==> config.mk <==
export PLATFORM = sky130hd
export DESIGN_NAME = arpnc_ram
export DESIGN_NICKNAME = d
export VERILOG_FILES = /design/src/hw/rtl/arpnc_ram.sv
export SDC_FILE = /design/constraint.sdc
export NUM_CORES = 1
export LEC_CHECK = 0
export ABC_AREA = 1
export BUFFER_PORTS_ARGS = -buffer_cell sky130_fd_sc_hd__buf_2
export CAP_MARGIN = 20
export CORE_MARGIN = 5
export CORE_UTILIZATION = 40
export CTS_CLUSTER_SIZE = 30
export DETAILED_ROUTE_END_ITERATION = 7
export PLACE_DENSITY = 0.59
export REMOVE_ABC_BUFFERS = 1
export SLEW_MARGIN = 20
export SYNTH_ARGS = -nofsm -noshare
export SYNTH_HDL_FRONTEND = slang
export SYNTH_SLANG_ARGS = --single-unit
==> constraint.sdc <==
create_clock -name clock -period 1.43 [get_ports clock]
set_input_delay 0.0715 -clock clock [delete_from_list [all_inputs] [get_ports clock]]
set_output_delay 0.0715 -clock clock [all_outputs]
set_load 0.02 [all_outputs]
==> src/hw/rtl/arpnc_ram.sv <==
// Generic single write port, single read port RAM with registered read data.
module arpnc_ram #(
   parameter int WIDTH = 8,
   parameter int DEPTH = 16
) (
   input  logic                     clock,
   input  logic                     we,
   input  logic [$clog2(DEPTH)-1:0] waddr,
   input  logic [WIDTH-1:0]         wdata,
   input  logic [$clog2(DEPTH)-1:0] raddr,
   output logic [WIDTH-1:0]         rdata
);

   logic [WIDTH-1:0] mem [DEPTH];
   logic [WIDTH-1:0] rdata_ff;

   // Write port.
   always_ff @(posedge clock) begin
      if (we) begin
         mem[waddr] <= wdata;
      end
   end

   // Registered read port.
   always_ff @(posedge clock) begin
      rdata_ff <= mem[raddr];
   end

   assign rdata = rdata_ff;

endmodule
# After elaboration in Yosys (flattened, before gate mapping)
# Memory sizes are Yosys's and may differ from the RTL's. A register that Yosys moved wholly into a read port is not among the register bits.
# Cells that the tools add are included.
[op_classes] n_mux=2
[ops] op="$mux 1" count=2
[word_totals] register_bits=0 ramBits=128 input_bits=18 output_inout_bits=8 mem_count=1
[mem_list] name="mem" depth=16 word_bits=8 read_ports=1 rd_ports_with_merged_regs=1 write_ports=1 line_no="14" source="logic [WIDTH-1:0] mem [DEPTH];"

# Depth between registers and ports, before layout
[logic_depth] ltp_word=2 depth_mapped=8 mapped_depth_nobuf=7

# Worst setup path after synthesis
# Ideal clock, no wire load.
[synth_timing] path_type="in2reg" startpoint="input port waddr[2]" endpoint="memory mem[10][0] (enable)" setup_ns=0.370 arrival_ns=0.652 t_required_ns=1.060 setup_slack_ns=0.408 path_stages=2 path_buffers=0 path_cell_list="nand3b_1 > nor2_1"
[synth_rtl] item="start: declaration" line_no="8" source="input logic [$clog2(DEPTH)-1:0] waddr,"
[synth_rtl] item="end: declaration" line_no="14"
# No word-level cell before the write port.

# Worst setup path in the final report
[layout_timing] startpoint="register rdata_ff[7], in the netlist rdata[7] (read register of mem)" endpoint="output port rdata[7]"
[layout_rtl] item="start: declaration" line_no="15" source="logic [WIDTH-1:0] rdata_ff;"
[layout_rtl] item="end: declaration" line_no="11" source="output logic [WIDTH-1:0] rdata"
# No word-level cell between the ends.

==> summary.md <==
| Metric | Value |
|---|---|
| Max Cap Violations | 0 |
| Final instance area | 0.00684 mm² |
| Worst Hold Depth | 3 |
| Crit path max fanout | 1 |
| Core area | 0.0140 mm² |
| RSZ-0062 raised after global routing | no |
| Final Critical Period | 1.02 ns |
| Reg clk slew, reported paths | 0.06 ns |
| Later-pin clock latency in the skew report | 0.42 ns |
| Hold Fails Final Rpt | 0 |
| RD Place Congestion | 0.875 |
| Reg2reg setup slack | 0.42 ns |
| Most common library cells after synthesis | nand2_1 (173), edfxtp_1 (128), inv_1 (100) |
| Min-delay src | raddr[3] |
| Share of layout cells above drive strength 1 | 0.145 |
| Avg WL per Cell | 16.5 µm |
| Hold_buf cts | 0 |
| Die footprint | 0.0169 mm² |
| Crit end category | primary output |
| Postcts setup bufs | 0 |
| Chip height | 130 µm |
| Clock sinks | 136 |
| 1st-iter DRT viols | 402 |
| # diodes | 0 |
| Synthesis warning total | 0 |
| Cell Area, Synth | 0.00577 mm² |
| # rows | 43 |
| Lkg Pwr | 2.98 nW |
| Post-CTS Resized | 0 |
| Vias in the first global route | 3,866 |
| Worst VDD drop | 0.000835 V |
| Top-area cell type share of the netlist area | 0.667 |
| CTS Root Cell | clkbuf_16 |
| Ys async rst share | 0 |
| Launching point of the worst reg2reg path | mem[7][0] |
| Post-synth cell types | 12 |
| Cell with the most instances after synthesis | nand2_1 |
| Largest net degree at the start of global routing | 33 |
| Worst EP arrival | 0.94 ns |
| Family with the most delay on the worst path | flip-flops |
| Worst r2r dst | rdata[0] |
| Max Freq | 984 MHz |
| Initial Util | 0.412 |
| Sequential area share after synthesis | 0.694 |
| Worst Skew | 0.00522 ns |
| Max incr delay on CP | 0.35 ns |
| Max_slew headroom | 0.742 |
| DP Area | 0.00621 mm² |
| Gate Count Post-Synth | 551 |
| TNS Setup | 0 ns |
| FF+latch count, synth | 136 |
| Final setup fails | 0 |
| Class of the worst hold path | primary input to flip-flop |
| CP cell instances | buf_2 |
| Via count | 3,790 |
| Gr ovfl total | 0 |
| Top post-synthesis cells by area | edfxtp_1 (67%), nand2_1 (11%), nand3_1 (8.4%), inv_1 (6.5%), dfxtp_1 (2.8%) |
| First-pass GRT wire length | 20,900 µm |
| Initial antenna violation count | 0 |
| # port buffers | 25 |
| CTS Buf Count | 17 |
| Final slew viol count | 0 |
| Fin util | 0.489 |
| CTS tree | done |
| WL final | 13,100 µm |
| CP required | 1.36 ns |
| GR Util All Layers | 0.169 |
| Status | completed |
| Instance count on the critical path | 1 |
| Worst Hold End | rdata[4] |
| Total Power | 9.68 mW |
| Worst-Margin Slew | 0.386 ns |
| CP bufs+invs | 1 |
| Average cell area after synthesis | 10.5 µm² |
| Main synth FF type | edfxtp_1 |
| CTS H-tree lvls | 4 |
| CP max stage cell | dfxtp_1 |
| Tcrit/Tclk final | 0.711 |
| I/O pin cnt | 26 |
| Clock Path Buffers | 2 |
| Cell Pwr Density | 1410 mW/mm² |
| EDFF count, synth | 128 |
| Critical path class | flip-flop to primary output |
| Area grow syn2layout | 18.6% |
| Remaining design rule violation count | 0 |
| Nets@finish | 619 |
| Final antenna-violating net count | 0 |
| Largest area contributor in the netlist | edfxtp_1 |
| TritonRoute pass-1 iters | 5 |
| Routed vias/inst | 4.77 |
| Die W | 130 µm |
| R2R depth | 6 |
| CP Launch Type | flip-flop |
| Placed wire-length estimate | 8410 µm |
routing by layer:
| layer | global-route usage | vias up | share of wire |
|---|---|---|---|
| met3 | 0.0348 | 20 | 0.046 |
| li1 | - | 1874 | - |
| met5 | 0 | - | 0 |
| met1 | 0.233 | 1800 | 0.46 |
| met2 | 0.262 | 96 | 0.48 |
| met4 | 0.0721 | 0 | 0.015 |
cells by family (layout without fill, tap and decap cells):
| kind of cell | count (synthesis) | count (layout) | synth area share |
|---|---|---|---|
| AND/OR/NAND/NOR | 289 | 289 | 0.210 |
| flip-flops | 136 | 136 | 0.694 |
| buffers and inverters | 126 | 189 | 0.0952 |
final cells by class:
cell class,instances,area (µm²)
Multi-Input combinational cell,289,1210
Timing Repair Buffer,55,388
Sequential cell,136,4000
Clock buffer,17,425
Tap cell,180,225
Clock inverter,15,200
Inverter,102,383
Fill cell,1278,7150
cells in the final DEF (no fill, tap or decap), drive strengths merged:
cell type,count
nand2,173
edfxtp,128
inv,105
nand3,97
buf,55
nor2,17
clkbuf,17
dfxtp,8
bufinv,4
clkinvlp,4
clkinv,4
nand3b,2
worst max-delay path by stage:
stage	start	endpoint	slack, ns
after floorplan	raddr[0]	rdata[2]	0.38
after global placement	raddr[0]	rdata[0]	0.29
after detailed placement	raddr[0]	rdata[0]	0.27
after CTS	rdata[7]	rdata[7]	0.40
after global routing	mem[7][0]	rdata[0]	0.34
final	rdata[7]	rdata[7]	0.41
state kept, by name, summed over array words and instances, names as in the netlist:
register  cells
rdata         8
mem         128
where the power goes:
group	switching, mW	internal, mW	total (mW)
clock	1.70	2.92	4.62
sequential	0.0249	4.46	4.48
combinational	0.401	0.177	0.578
stage by stage:
step / hold WS, ns / cells / setup slack, ns
final: 0.0319 / 794 / 0.414
after global routing: 0.0260 / 794 / 0.341
after floorplan: 0.170 / 527 / 0.378
after detailed placement: 0.461 / 762 / 0.269
after CTS: 0.00545 / 794 / 0.400
after global placement: 0.460 / 762 / 0.293
No activity file was read; power rests on OpenSTA's default activity.
